<file path="config.mk">
export PLATFORM = sky130hd
export DESIGN_NAME = text_console_cursor_engine
export DESIGN_NICKNAME = d
export VERILOG_FILES = /design/src/tcc_pkg.sv /design/src/tcc_core.sv /design/src/tcc_out_buf.sv /design/src/text_console_cursor_engine.sv
export SDC_FILE = /design/constraint.sdc
export NUM_CORES = 1
export LEC_CHECK = 0
export ABC_AREA = 1
export BUFFER_PORTS_ARGS = -buffer_cell sky130_fd_sc_hd__buf_2
export CAP_MARGIN = 20
export CORE_AREA = 2 2 202 204
export DETAILED_ROUTE_END_ITERATION = 6
export DIE_AREA = 0 0 204 206
export GPL_ROUTABILITY_DRIVEN = 0
export PLACE_DENSITY = 0.78
export REMOVE_ABC_BUFFERS = 1
export SYNTH_ARGS = -nofsm -noshare
export SYNTH_HDL_FRONTEND = slang
export SYNTH_SLANG_ARGS = --single-unit
</file>
<file path="constraint.sdc">
create_clock -name clk -period 8.1 [get_ports clk]
set_clock_uncertainty 0.1 [all_clocks]
set_input_delay 1.215 -clock clk [delete_from_list [all_inputs] [get_ports clk]]
set_output_delay 1.215 -clock clk [all_outputs]
set_load 0.05 [all_outputs]
</file>
<file path="src/tcc_pkg.sv">
// Package for the text console cursor engine: shared types, command codes,
// register indexes and fixed geometry constants.
// Used by every module of the block; depends on nothing.
package tcc_pkg;

    localparam int GLYPH_WIDTH    = 9;
    localparam int GLYPH_HEIGHT   = 16;
    localparam int TAB_STOP       = 4;
    localparam int WRAP_MARGIN_PX = 10;

    localparam int COL_W   = 10;
    localparam int PIX_W   = 14;
    localparam int SCR_W   = 13;
    localparam int COLOR_W = 32;
    localparam int IN_DATA_W  = 32;
    localparam int OUT_DATA_W = 96;
    localparam int CFG_ADDR_W = 3;

    localparam logic [COL_W-1:0] CUR_MAX = {COL_W{1'b1}};

    localparam logic [1:0] REQ_PRINT = 2'd0;
    localparam logic [1:0] REQ_MOVE  = 2'd1;
    localparam logic [1:0] REQ_CLEAR = 2'd2;

    localparam logic [7:0] CHAR_NUL   = 8'd0;
    localparam logic [7:0] CHAR_BS    = 8'd8;
    localparam logic [7:0] CHAR_TAB   = 8'd9;
    localparam logic [7:0] CHAR_LF    = 8'd10;
    localparam logic [7:0] CHAR_CR    = 8'd13;
    localparam logic [7:0] CHAR_SPACE = 8'd32;

    localparam logic [CFG_ADDR_W-1:0] REG_CHARS_PER_LINE   = 3'd0;
    localparam logic [CFG_ADDR_W-1:0] REG_CHARS_PER_COLUMN = 3'd1;
    localparam logic [CFG_ADDR_W-1:0] REG_SCREEN_WIDTH_PX  = 3'd2;
    localparam logic [CFG_ADDR_W-1:0] REG_LEFT_OFFSET_PX   = 3'd3;
    localparam logic [CFG_ADDR_W-1:0] REG_TEXT_COLOUR      = 3'd4;

    typedef enum logic [1:0] {
        CMD_UPDATE = 2'd0,
        CMD_DRAW   = 2'd1,
        CMD_SCROLL = 2'd2,
        CMD_CLEAR  = 2'd3
    } cmd_t;

    typedef struct packed {
        logic [1:0]       req_type;
        logic [7:0]       char_code;
        logic [COL_W-1:0] move_col;
        logic [COL_W-1:0] move_row;
    } req_t;

    typedef struct packed {
        cmd_t               command;
        logic [7:0]         glyph;
        logic [PIX_W-1:0]   pixel_x;
        logic [PIX_W-1:0]   pixel_y;
        logic [COLOR_W-1:0] colour;
        logic [COL_W-1:0]   cursor_col;
        logic [COL_W-1:0]   cursor_row;
        logic               last;
    } res_t;

    typedef struct packed {
        logic [COL_W-1:0]   chars_per_line;
        logic [COL_W-1:0]   chars_per_column;
        logic [SCR_W-1:0]   screen_width_px;
        logic [7:0]         left_offset_px;
        logic [COLOR_W-1:0] text_colour;
    } cfg_t;

endpackage

</file>
<file path="src/tcc_core.sv">
// Cursor logic of the text console cursor engine: turns one request and the
// current cursor into up to two result items and the next cursor.
// Depends on tcc_pkg.
module tcc_core (
    input  tcc_pkg::req_t              req,
    input  tcc_pkg::cfg_t              cfg,
    input  logic [tcc_pkg::COL_W-1:0]  cur_col,
    input  logic [tcc_pkg::COL_W-1:0]  cur_row,
    output logic [1:0]                 res_count,
    output tcc_pkg::res_t              res0,
    output tcc_pkg::res_t              res1,
    output logic [tcc_pkg::COL_W-1:0]  next_col,
    output logic [tcc_pkg::COL_W-1:0]  next_row
);
    import tcc_pkg::*;

    function automatic res_t make_res(
        input cmd_t               cmd,
        input logic [7:0]         glyph,
        input logic [COL_W-1:0]   pcol,
        input logic [COL_W-1:0]   prow,
        input logic [COL_W-1:0]   ccol,
        input logic [COL_W-1:0]   crow,
        input logic [7:0]         left,
        input logic [COLOR_W-1:0] colour
    );
        res_t r;
        r = '0;
        r.command    = cmd;
        r.cursor_col = ccol;
        r.cursor_row = crow;
        if (cmd == CMD_DRAW)
        begin
            r.glyph   = glyph;
            r.pixel_x = PIX_W'(PIX_W'(pcol) * PIX_W'(GLYPH_WIDTH)) + PIX_W'(left);
            r.pixel_y = PIX_W'(PIX_W'(prow) * PIX_W'(GLYPH_HEIGHT));
            r.colour  = colour;
        end
        return r;
    endfunction

    logic [COL_W-1:0] col_inc;
    logic [COL_W-1:0] row_inc;
    logic [PIX_W-1:0] col_px;
    logic             wrap_hit;
    logic             last_cell;
    logic [COL_W:0]   tab_col;
    logic [7:0]       ch;
    logic [7:0]       left;
    logic [COLOR_W-1:0] colour;

    assign ch      = req.char_code;
    assign left    = cfg.left_offset_px;
    assign colour  = cfg.text_colour;
    assign col_inc = (cur_col == CUR_MAX) ? CUR_MAX : cur_col + COL_W'(1);
    assign row_inc = (cur_row == CUR_MAX) ? CUR_MAX : cur_row + COL_W'(1);
    assign col_px  = PIX_W'(PIX_W'(cur_col) * PIX_W'(GLYPH_WIDTH));
    assign wrap_hit = (cfg.screen_width_px >= SCR_W'(WRAP_MARGIN_PX)) &&
        (col_px >= PIX_W'(cfg.screen_width_px) - PIX_W'(WRAP_MARGIN_PX));
    assign last_cell = (cur_row == cfg.chars_per_column) &&
        (cur_col == cfg.chars_per_line);
    // Tab stops are a power of two apart, so rounding down is a mask.
    assign tab_col = (COL_W+1)'(cur_col) + (COL_W+1)'(TAB_STOP) &
        ~(COL_W+1)'(TAB_STOP - 1);

    always_comb
    begin
        res_count = 2'd1;
        next_col  = cur_col;
        next_row  = cur_row;
        res0 = make_res(CMD_UPDATE, 8'd0, cur_col, cur_row, cur_col, cur_row, left, colour);
        res1 = res0;
        case (req.req_type)
            REQ_PRINT:
            begin
                if (ch == CHAR_NUL)
                begin
                    res_count = 2'd0;
                end
                else if (ch == CHAR_CR)
                begin
                    next_col = '0;
                    res0 = make_res(CMD_UPDATE, 8'd0, '0, cur_row, '0, cur_row, left, colour);
                end
                else if (ch == CHAR_BS)
                begin
                    if (cur_col != '0)
                    begin
                        next_col = cur_col - COL_W'(1);
                        res0 = make_res(CMD_DRAW, CHAR_SPACE, next_col, cur_row,
                                        next_col, cur_row, left, colour);
                    end
                    else if (cur_row != '0)
                    begin
                        next_col = cfg.chars_per_line - COL_W'(1);
                        next_row = cur_row - COL_W'(1);
                        res0 = make_res(CMD_DRAW, CHAR_SPACE, next_col, next_row,
                                        next_col, next_row, left, colour);
                    end
                end
                else if (last_cell)
                begin
                    res_count = 2'd2;
                    next_col  = '0;
                    res0 = make_res(CMD_SCROLL, 8'd0, '0, cur_row, '0, cur_row, left, colour);
                    if (ch == CHAR_LF || ch == CHAR_TAB)
                    begin
                        res1 = res0;
                    end
                    else
                    begin
                        next_col = COL_W'(1);
                        res1 = make_res(CMD_DRAW, ch, '0, cur_row, COL_W'(1), cur_row,
                                        left, colour);
                    end
                end
                else if (wrap_hit)
                begin
                    next_col = COL_W'(1);
                    next_row = row_inc;
                    res0 = make_res(CMD_DRAW, ch, '0, row_inc, COL_W'(1), row_inc,
                                    left, colour);
                end
                else if (ch == CHAR_LF || ch == CHAR_TAB)
                begin
                    if (ch == CHAR_TAB && tab_col < (COL_W+1)'(cfg.chars_per_line))
                    begin
                        next_col = tab_col[COL_W-1:0];
                        res0 = make_res(CMD_UPDATE, 8'd0, '0, '0, next_col, cur_row,
                                        left, colour);
                    end
                    else if (cur_row < cfg.chars_per_column)
                    begin
                        next_col = '0;
                        next_row = cur_row + COL_W'(1);
                        res0 = make_res(CMD_UPDATE, 8'd0, '0, '0, '0, next_row, left, colour);
                    end
                    else
                    begin
                        next_col = '0;
                        res0 = make_res(CMD_SCROLL, 8'd0, '0, '0, '0, cur_row, left, colour);
                    end
                end
                else
                begin
                    next_col = col_inc;
                    res0 = make_res(CMD_DRAW, ch, cur_col, cur_row, col_inc, cur_row,
                                    left, colour);
                end
            end
            REQ_MOVE:
            begin
                if (req.move_col <= cfg.chars_per_line && req.move_row <= cfg.chars_per_column)
                begin
                    next_col = req.move_col;
                    next_row = req.move_row;
                end
                res0 = make_res(CMD_UPDATE, 8'd0, '0, '0, next_col, next_row, left, colour);
            end
            REQ_CLEAR:
            begin
                next_col = '0;
                next_row = '0;
                res0 = make_res(CMD_CLEAR, 8'd0, '0, '0, '0, '0, left, colour);
            end
            default:
            begin
                res_count = 2'd1;
            end
        endcase
        res0.last = (res_count == 2'd1);
        res1.last = 1'b1;
    end

endmodule

</file>
<file path="src/tcc_out_buf.sv">
// Two-entry result buffer of the text console cursor engine: holds the
// results of one request and hands them out one transfer per cycle while
// the receiver is ready. Depends on tcc_pkg.
module tcc_out_buf (
    input  logic                             clk,
    input  logic                             rst_n,
    input  logic                             load,
    input  logic [1:0]                       load_count,
    input  tcc_pkg::res_t                    load_res0,
    input  tcc_pkg::res_t                    load_res1,
    output logic                             can_load,
    output logic                             m_axis_tvalid,
    input  logic                             m_axis_tready,
    output logic [tcc_pkg::OUT_DATA_W-1:0]   m_axis_tdata,   // command, glyph, pixel_x,
                                                             // pixel_y, colour,
                                                             // cursor_col, cursor_row
    output logic                             m_axis_tlast
);
    import tcc_pkg::*;

    logic [1:0] count_reg;
    logic [1:0] count_next;
    res_t       slot0_reg;
    res_t       slot0_next;
    res_t       slot1_reg;
    res_t       slot1_next;
    logic       pop;

    assign pop      = (count_reg != 2'd0) && m_axis_tready;
    assign can_load = (count_reg == 2'd0) || ((count_reg == 2'd1) && m_axis_tready);

    always_comb
    begin
        count_next = count_reg;
        slot0_next = slot0_reg;
        slot1_next = slot1_reg;
        if (load)
        begin
            count_next = load_count;
            slot0_next = load_res0;
            slot1_next = load_res1;
        end
        else if (pop)
        begin
            count_next = count_reg - 2'd1;
            slot0_next = slot1_reg;
        end
    end

    always_ff @(posedge clk or negedge rst_n)
    begin
        if (!rst_n)
        begin
            count_reg <= 2'd0;
        end
        else
        begin
            count_reg <= count_next;
        end
    end

    always_ff @(posedge clk)
    begin
        slot0_reg <= slot0_next;
        slot1_reg <= slot1_next;
    end

    assign m_axis_tvalid = (count_reg != 2'd0);
    assign m_axis_tlast  = slot0_reg.last;
    assign m_axis_tdata  = {6'd0, slot0_reg.cursor_row, slot0_reg.cursor_col,
                            slot0_reg.colour, slot0_reg.pixel_y, slot0_reg.pixel_x,
                            slot0_reg.glyph, slot0_reg.command};

endmodule

</file>
<file path="src/text_console_cursor_engine.sv">
// Text console cursor engine. A request is taken into an input register and
// resolved against the cursor registers once the output buffer can take its
// results; these go to a two-entry buffer that drains one transfer per cycle
// while the receiver is ready. Requests that give one result (or none, for a
// zero byte) stream at one per clock while the receiver is ready; a request
// at the last cell of the page gives a scroll and a second result, and the
// next request waits until the first has left. Results are registered in the
// buffer. Configuration writes take effect at once and are meant for idle
// periods only. Depends on tcc_pkg, tcc_core and tcc_out_buf.
module text_console_cursor_engine (
    input  logic                               clk,
    input  logic                               rst_n,
    input  logic                               cfg_we,
    input  logic [tcc_pkg::CFG_ADDR_W-1:0]     cfg_addr,
    input  logic [tcc_pkg::COLOR_W-1:0]        cfg_wdata,
    input  logic                               s_axis_tvalid,
    output logic                               s_axis_tready,
    input  logic [tcc_pkg::IN_DATA_W-1:0]      s_axis_tdata,   // char_code, move_col,
                                                               // move_row
    input  logic [1:0]                         s_axis_tuser,   // req_type
    output logic                               m_axis_tvalid,
    input  logic                               m_axis_tready,
    output logic [tcc_pkg::OUT_DATA_W-1:0]     m_axis_tdata,   // command, glyph, pixel_x,
                                                               // pixel_y, colour,
                                                               // cursor_col, cursor_row
    output logic                               m_axis_tlast
);
    import tcc_pkg::*;

    cfg_t             cfg_reg;
    req_t             in_req_reg;
    logic             in_valid_reg;
    logic             in_valid_next;
    logic [COL_W-1:0] col_reg;
    logic [COL_W-1:0] row_reg;
    logic [COL_W-1:0] col_next;
    logic [COL_W-1:0] row_next;
    logic [1:0]       res_count;
    res_t             res0;
    res_t             res1;
    logic             can_load;
    logic             load;
    logic             accept;

    assign load          = in_valid_reg && can_load;
    assign s_axis_tready = !in_valid_reg || can_load;
    assign accept        = s_axis_tvalid && s_axis_tready;
    assign in_valid_next = accept ? 1'b1 : (load ? 1'b0 : in_valid_reg);

    always_ff @(posedge clk or negedge rst_n)
    begin
        if (!rst_n)
        begin
            cfg_reg.chars_per_line   <= COL_W'(112);
            cfg_reg.chars_per_column <= COL_W'(47);
            cfg_reg.screen_width_px  <= SCR_W'(1024);
            cfg_reg.left_offset_px   <= 8'd4;
            cfg_reg.text_colour      <= 32'hFFFF_FFFF;
            in_valid_reg             <= 1'b0;
            col_reg                  <= '0;
            row_reg                  <= '0;
        end
        else
        begin
            in_valid_reg <= in_valid_next;
            if (load)
            begin
                col_reg <= col_next;
                row_reg <= row_next;
            end
            if (cfg_we)
            begin
                case (cfg_addr)
                    REG_CHARS_PER_LINE:   cfg_reg.chars_per_line   <= cfg_wdata[COL_W-1:0];
                    REG_CHARS_PER_COLUMN: cfg_reg.chars_per_column <= cfg_wdata[COL_W-1:0];
                    REG_SCREEN_WIDTH_PX:  cfg_reg.screen_width_px  <= cfg_wdata[SCR_W-1:0];
                    REG_LEFT_OFFSET_PX:   cfg_reg.left_offset_px   <= cfg_wdata[7:0];
                    REG_TEXT_COLOUR:      cfg_reg.text_colour      <= cfg_wdata;
                    default:              cfg_reg                  <= cfg_reg;
                endcase
            end
        end
    end

    always_ff @(posedge clk)
    begin
        if (accept)
        begin
            in_req_reg.req_type  <= s_axis_tuser;
            in_req_reg.char_code <= s_axis_tdata[7:0];
            in_req_reg.move_col  <= s_axis_tdata[17:8];
            in_req_reg.move_row  <= s_axis_tdata[27:18];
        end
    end

    tcc_core u_core (
        .req       (in_req_reg),
        .cfg       (cfg_reg),
        .cur_col   (col_reg),
        .cur_row   (row_reg),
        .res_count (res_count),
        .res0      (res0),
        .res1      (res1),
        .next_col  (col_next),
        .next_row  (row_next)
    );

    tcc_out_buf u_out_buf (
        .clk           (clk),
        .rst_n         (rst_n),
        .load          (load),
        .load_count    (res_count),
        .load_res0     (res0),
        .load_res1     (res1),
        .can_load      (can_load),
        .m_axis_tvalid (m_axis_tvalid),
        .m_axis_tready (m_axis_tready),
        .m_axis_tdata  (m_axis_tdata),
        .m_axis_tlast  (m_axis_tlast)
    );

endmodule

</file>
==> results.txt <==
----------------------------------------------------
[Synthesis]
  Yosys warning total ... 0
  Netlist cell types ... 63
  Top cells by instance count after synthesis ... sky130_fd_sc_hd__nand2_1 (582), sky130_fd_sc_hd__inv_1 (277), sky130_fd_sc_hd__edfxtp_1 (197)
  Number of standard cells after synthesis ... 2,383
  Dominant cell by count in the synthesized netlist ... sky130_fd_sc_hd__nand2_1
  Fraction of synthesized cell area taken by the top area cell type ... 30.0%
  Flip-flop and latch count after synthesis ... 293
  Area contributors post-synth ... sky130_fd_sc_hd__edfxtp_1 (30%), sky130_fd_sc_hd__nand2_1 (11%), sky130_fd_sc_hd__ha_1 (8.9%), sky130_fd_sc_hd__dfrtp_1 (6.8%), sky130_fd_sc_hd__dfstp_2 (5.6%)
  Proportion of synthesized flip-flops having asynchronous set or reset ... 32.8%
  Syn Std Cell Area ... 19,700 um2
  Prevailing post-synth register cell ... sky130_fd_sc_hd__edfxtp_1
  Register area share after synthesis ... 42.4%
  Cell taking the most area after synthesis ... sky130_fd_sc_hd__edfxtp_1
  Avg Synthesized Cell Area ... 8.28 um2
  Number of enable flip-flop cells after synthesis ... 197

[Routing]
  Via-per-instance ratio ... 5.82
  First-pass detailed-route iteration total ... 7
  Average wire per cell in the routed design ... 19.0 um
  Number of antenna-violating nets in the routed design ... 0
  Wirelength, routed ... 58.0 mm
  Drc violations ... 1
  Total via count in the routed design ... 17,800
  Number of design-rule violations left by the first detailed-router iteration ... 2,001

[Critical path]
  Reg-to-reg startpoint ... col_reg[2]$_DFFE_PN0P_
  Worst R2R Setup Slack ... 2670 ps
  Largest delay share family, worst path ... simple AND/OR/NAND/NOR gates
  Worst setup path category ... reg -> reg
  Path depth of the worst reg2reg path ... 22
  Element type at the critical path end ... register
  Endpoint of the worst-slack reg-to-reg timing path ... u_out_buf.m_axis_tdata[38]$_DFFE_PP_
  Sort of element at the start of the critical path ... register
  CP Cell Sequence ... ha_1 -> ha_1 -> nand3_1 -> nand2_1 -> a21oi_1 -> o21bai_1 -> a21oi_1 -> o21ai_0 -> xor2_1 -> ha_1 -> inv_1 -> a21oi_1 -> nand2_1 -> nand2_1 -> nand2_2 -> nand2_4 -> nand2_4 -> nand2_2 -> nand2_4 -> nand2_2 -> nand3_4 -> o21ai_0
  Crit Path Max Fanout ... 33
  Arrival time at the worst endpoint ... 5700 ps
  Required arrival time at the worst endpoint ... 8370 ps
  Cell with the largest stage delay on the worst path ... sky130_fd_sc_hd__dfrtp_1
  CP bufs+invs ... 1
  Critical Path Max Stage Delay ... 810 ps

[Cells and area]
  Flip-flop count of the largest register after layout ... 86
  Proportion of layout cells with a drive suffix above 1 ... 16.0%
  Fin nets ... 2,725
  Layout Area Growth over Synthesis ... 11.9%
  Count of fill cells added during filler insertion ... 3,505
  N_diodes ... 0

[Clocking]
  Clock Tree Root ... sky130_fd_sc_hd__clkbuf_16
  Cts-stage hold buffer count ... 0
  Clk sink count ... 293
  Buffers inserted by post-CTS timing repair ... 0
  Worst-skew pair later-pin latency ... 560 ps
  Num CTS Buffers ... 34
  CTS tree ... built
  Number of buffers on the longest clock path ... 3
  Count of H-tree levels built during CTS ... 2
  Clock slew seen by the registers of the worst setup and hold paths ... 60 ps
  Post-cts sizing count ... 0

[GRT]
  Wire length of the first global-routing pass ... 90.3 mm
  Number of antenna violations at the first check in global routing ... 0
  Maximum number of pins on one net before global-route repair ... 96
  GR Util All Layers ... 27.4%
  Number of global-route vias before repair ... 17,100
  Grt ovf ... 0

[Hold path]
  HP Class ... reg -> reg
  Endpoint, Worst Hold ... cfg_reg[4]$_DFFE_PN1P_
  Hold Path Origin ... cfg_reg[4]$_DFFE_PN1P_
  Worst hold stages ... 2

[Timing]
  Fin crit share ... 67.0%
  Number of failing hold endpoints at the final stage ... 0
  Final setup vio count ... 0
  Smallest setup slack after layout ... 2670 ps
  Relative slew slack ... 28.4%
  Peak clock frequency supported by timing ... 184 MHz
  Final critical path time including I/O delays and setup ... 5430 ps
  Slew at the pin closest to its max-slew limit ... 1070 ps
  Number of slew-limit violations in the final report ... 0
  Unrepaired setup endpoints after global routing ... false

[Run status]
  Result of the run ... complete, but fails checks
  Failing checks ... design-rule violations

[Floorplan]
  Effective utilization at floorplan ... 49.1%
  Die outline area ... 42,000 um2
  Placement Rows ... 74
  Chip Width ... 204 um
  Die Y-Extent ... 206 um
  Core area ... 40,200 um2
  Count of pins on the block boundary ... 173

[Flow run]
  Count of maximum capacitance violations ... 0

[Placement]
  DPL Wire Length ... 40.9 mm
  Setup WS pre-CTS ... 2830 ps
  Buffers added on ports ... 158

----------------------------------------------------
[stage by stage]
step | util (%) | hold slack, ps | area, um2 | instances | setup TNS [ps]
finish | 55.0 | 391 | 22100 | 3057 | 0
global placement | 51.8 | 372 | 20800 | 2993 | 0
CTS | 54.8 | 393 | 22000 | 3055 | 0
global route | 55.0 | 400 | 22100 | 3057 | 0
floorplan | - | 353 | 19200 | 2288 | -232640
detailed placement | 51.8 | 382 | 20800 | 2993 | 0
[worst max path at each step]
stage                           startpoint                                    to  slack (ps)  depth (start not counted)
global placement    col_reg[3]$_DFFE_PN0P_  u_out_buf.m_axis_tdata[39]$_DFFE_PP_        2980                         23
global route        col_reg[2]$_DFFE_PN0P_  u_out_buf.m_axis_tdata[39]$_DFFE_PP_        2380                         23
CTS                 col_reg[4]$_DFFE_PN0P_  u_out_buf.m_axis_tdata[40]$_DFFE_PP_        2800                         24
floorplan                    m_axis_tready  u_out_buf.m_axis_tdata[32]$_DFFE_PP_       -2840                         11
detailed placement  col_reg[4]$_DFFE_PN0P_  u_out_buf.m_axis_tdata[38]$_DFFE_PP_        2830                         24
finish              col_reg[2]$_DFFE_PN0P_  u_out_buf.m_axis_tdata[38]$_DFFE_PP_        2670                         22
[per-layer routing]
metal	global-route usage [%]	wire length (um)	vias up
met3	5.20	5960	270
met2	42.8	25600	1062
met5	0	0	-
met1	35.5	22800	8271
li1	-	-	8177
met4	16.6	3640	0
[logic make-up after synthesis]
kind of cell | after synthesis | synth area share (%)
fa+ha+maj | 152 | 10.1
simple gates | 1017 | 22.5
buf+inv | 412 | 8.70
flops | 293 | 42.4
other cells | 1 | 0.0190
compound gates | 440 | 13.3
xor+xnor | 68 | 3.02
[layout make-up]
cell class / instances / area [um2] / area share, %
Clock buffer: 45 / 933 / 4.23
Clock inverter: 17 / 278 / 1.26
Inverter: 308 / 1160 / 5.25
Multi-Input combinational cell: 1687 / 9710 / 44.0
Sequential cell: 293 / 8370 / 37.9
Tap cell: 532 / 666 / 3.01
Timing Repair Buffer: 175 / 961 / 4.35
[worst register-to-register path, stage by stage, from the launching register on]
cell and delay, ps:
sky130_fd_sc_hd__dfrtp_1 810, sky130_fd_sc_hd__ha_1 380, sky130_fd_sc_hd__ha_1 280, sky130_fd_sc_hd__nand3_1 80
sky130_fd_sc_hd__nand2_1 110, sky130_fd_sc_hd__a21oi_1 70, sky130_fd_sc_hd__o21bai_1 210, sky130_fd_sc_hd__a21oi_1 90
sky130_fd_sc_hd__o21ai_0 280, sky130_fd_sc_hd__xor2_1 400, sky130_fd_sc_hd__ha_1 210, sky130_fd_sc_hd__inv_1 40
sky130_fd_sc_hd__a21oi_1 110, sky130_fd_sc_hd__nand2_1 70, sky130_fd_sc_hd__nand2_1 70, sky130_fd_sc_hd__nand2_2 80
sky130_fd_sc_hd__nand2_4 120, sky130_fd_sc_hd__nand2_4 280, sky130_fd_sc_hd__nand2_2 240, sky130_fd_sc_hd__nand2_4 140
sky130_fd_sc_hd__nand2_2 150, sky130_fd_sc_hd__nand3_4 510, sky130_fd_sc_hd__o21ai_0 400
[cells in the final DEF, fill, tap and decap left out, drive strengths merged, types with 60 or more instances in the layout]
master,count
nor2,220
xor2,60
edfxtp,197
o21ai,206
nand2,595
a21oi,117
nand3,118
buf,175
ha,140
inv,299
Power is left out: the tool's default activity adds up to more than one toggle a clock period on the data nets, which glitch-free logic cannot reach.
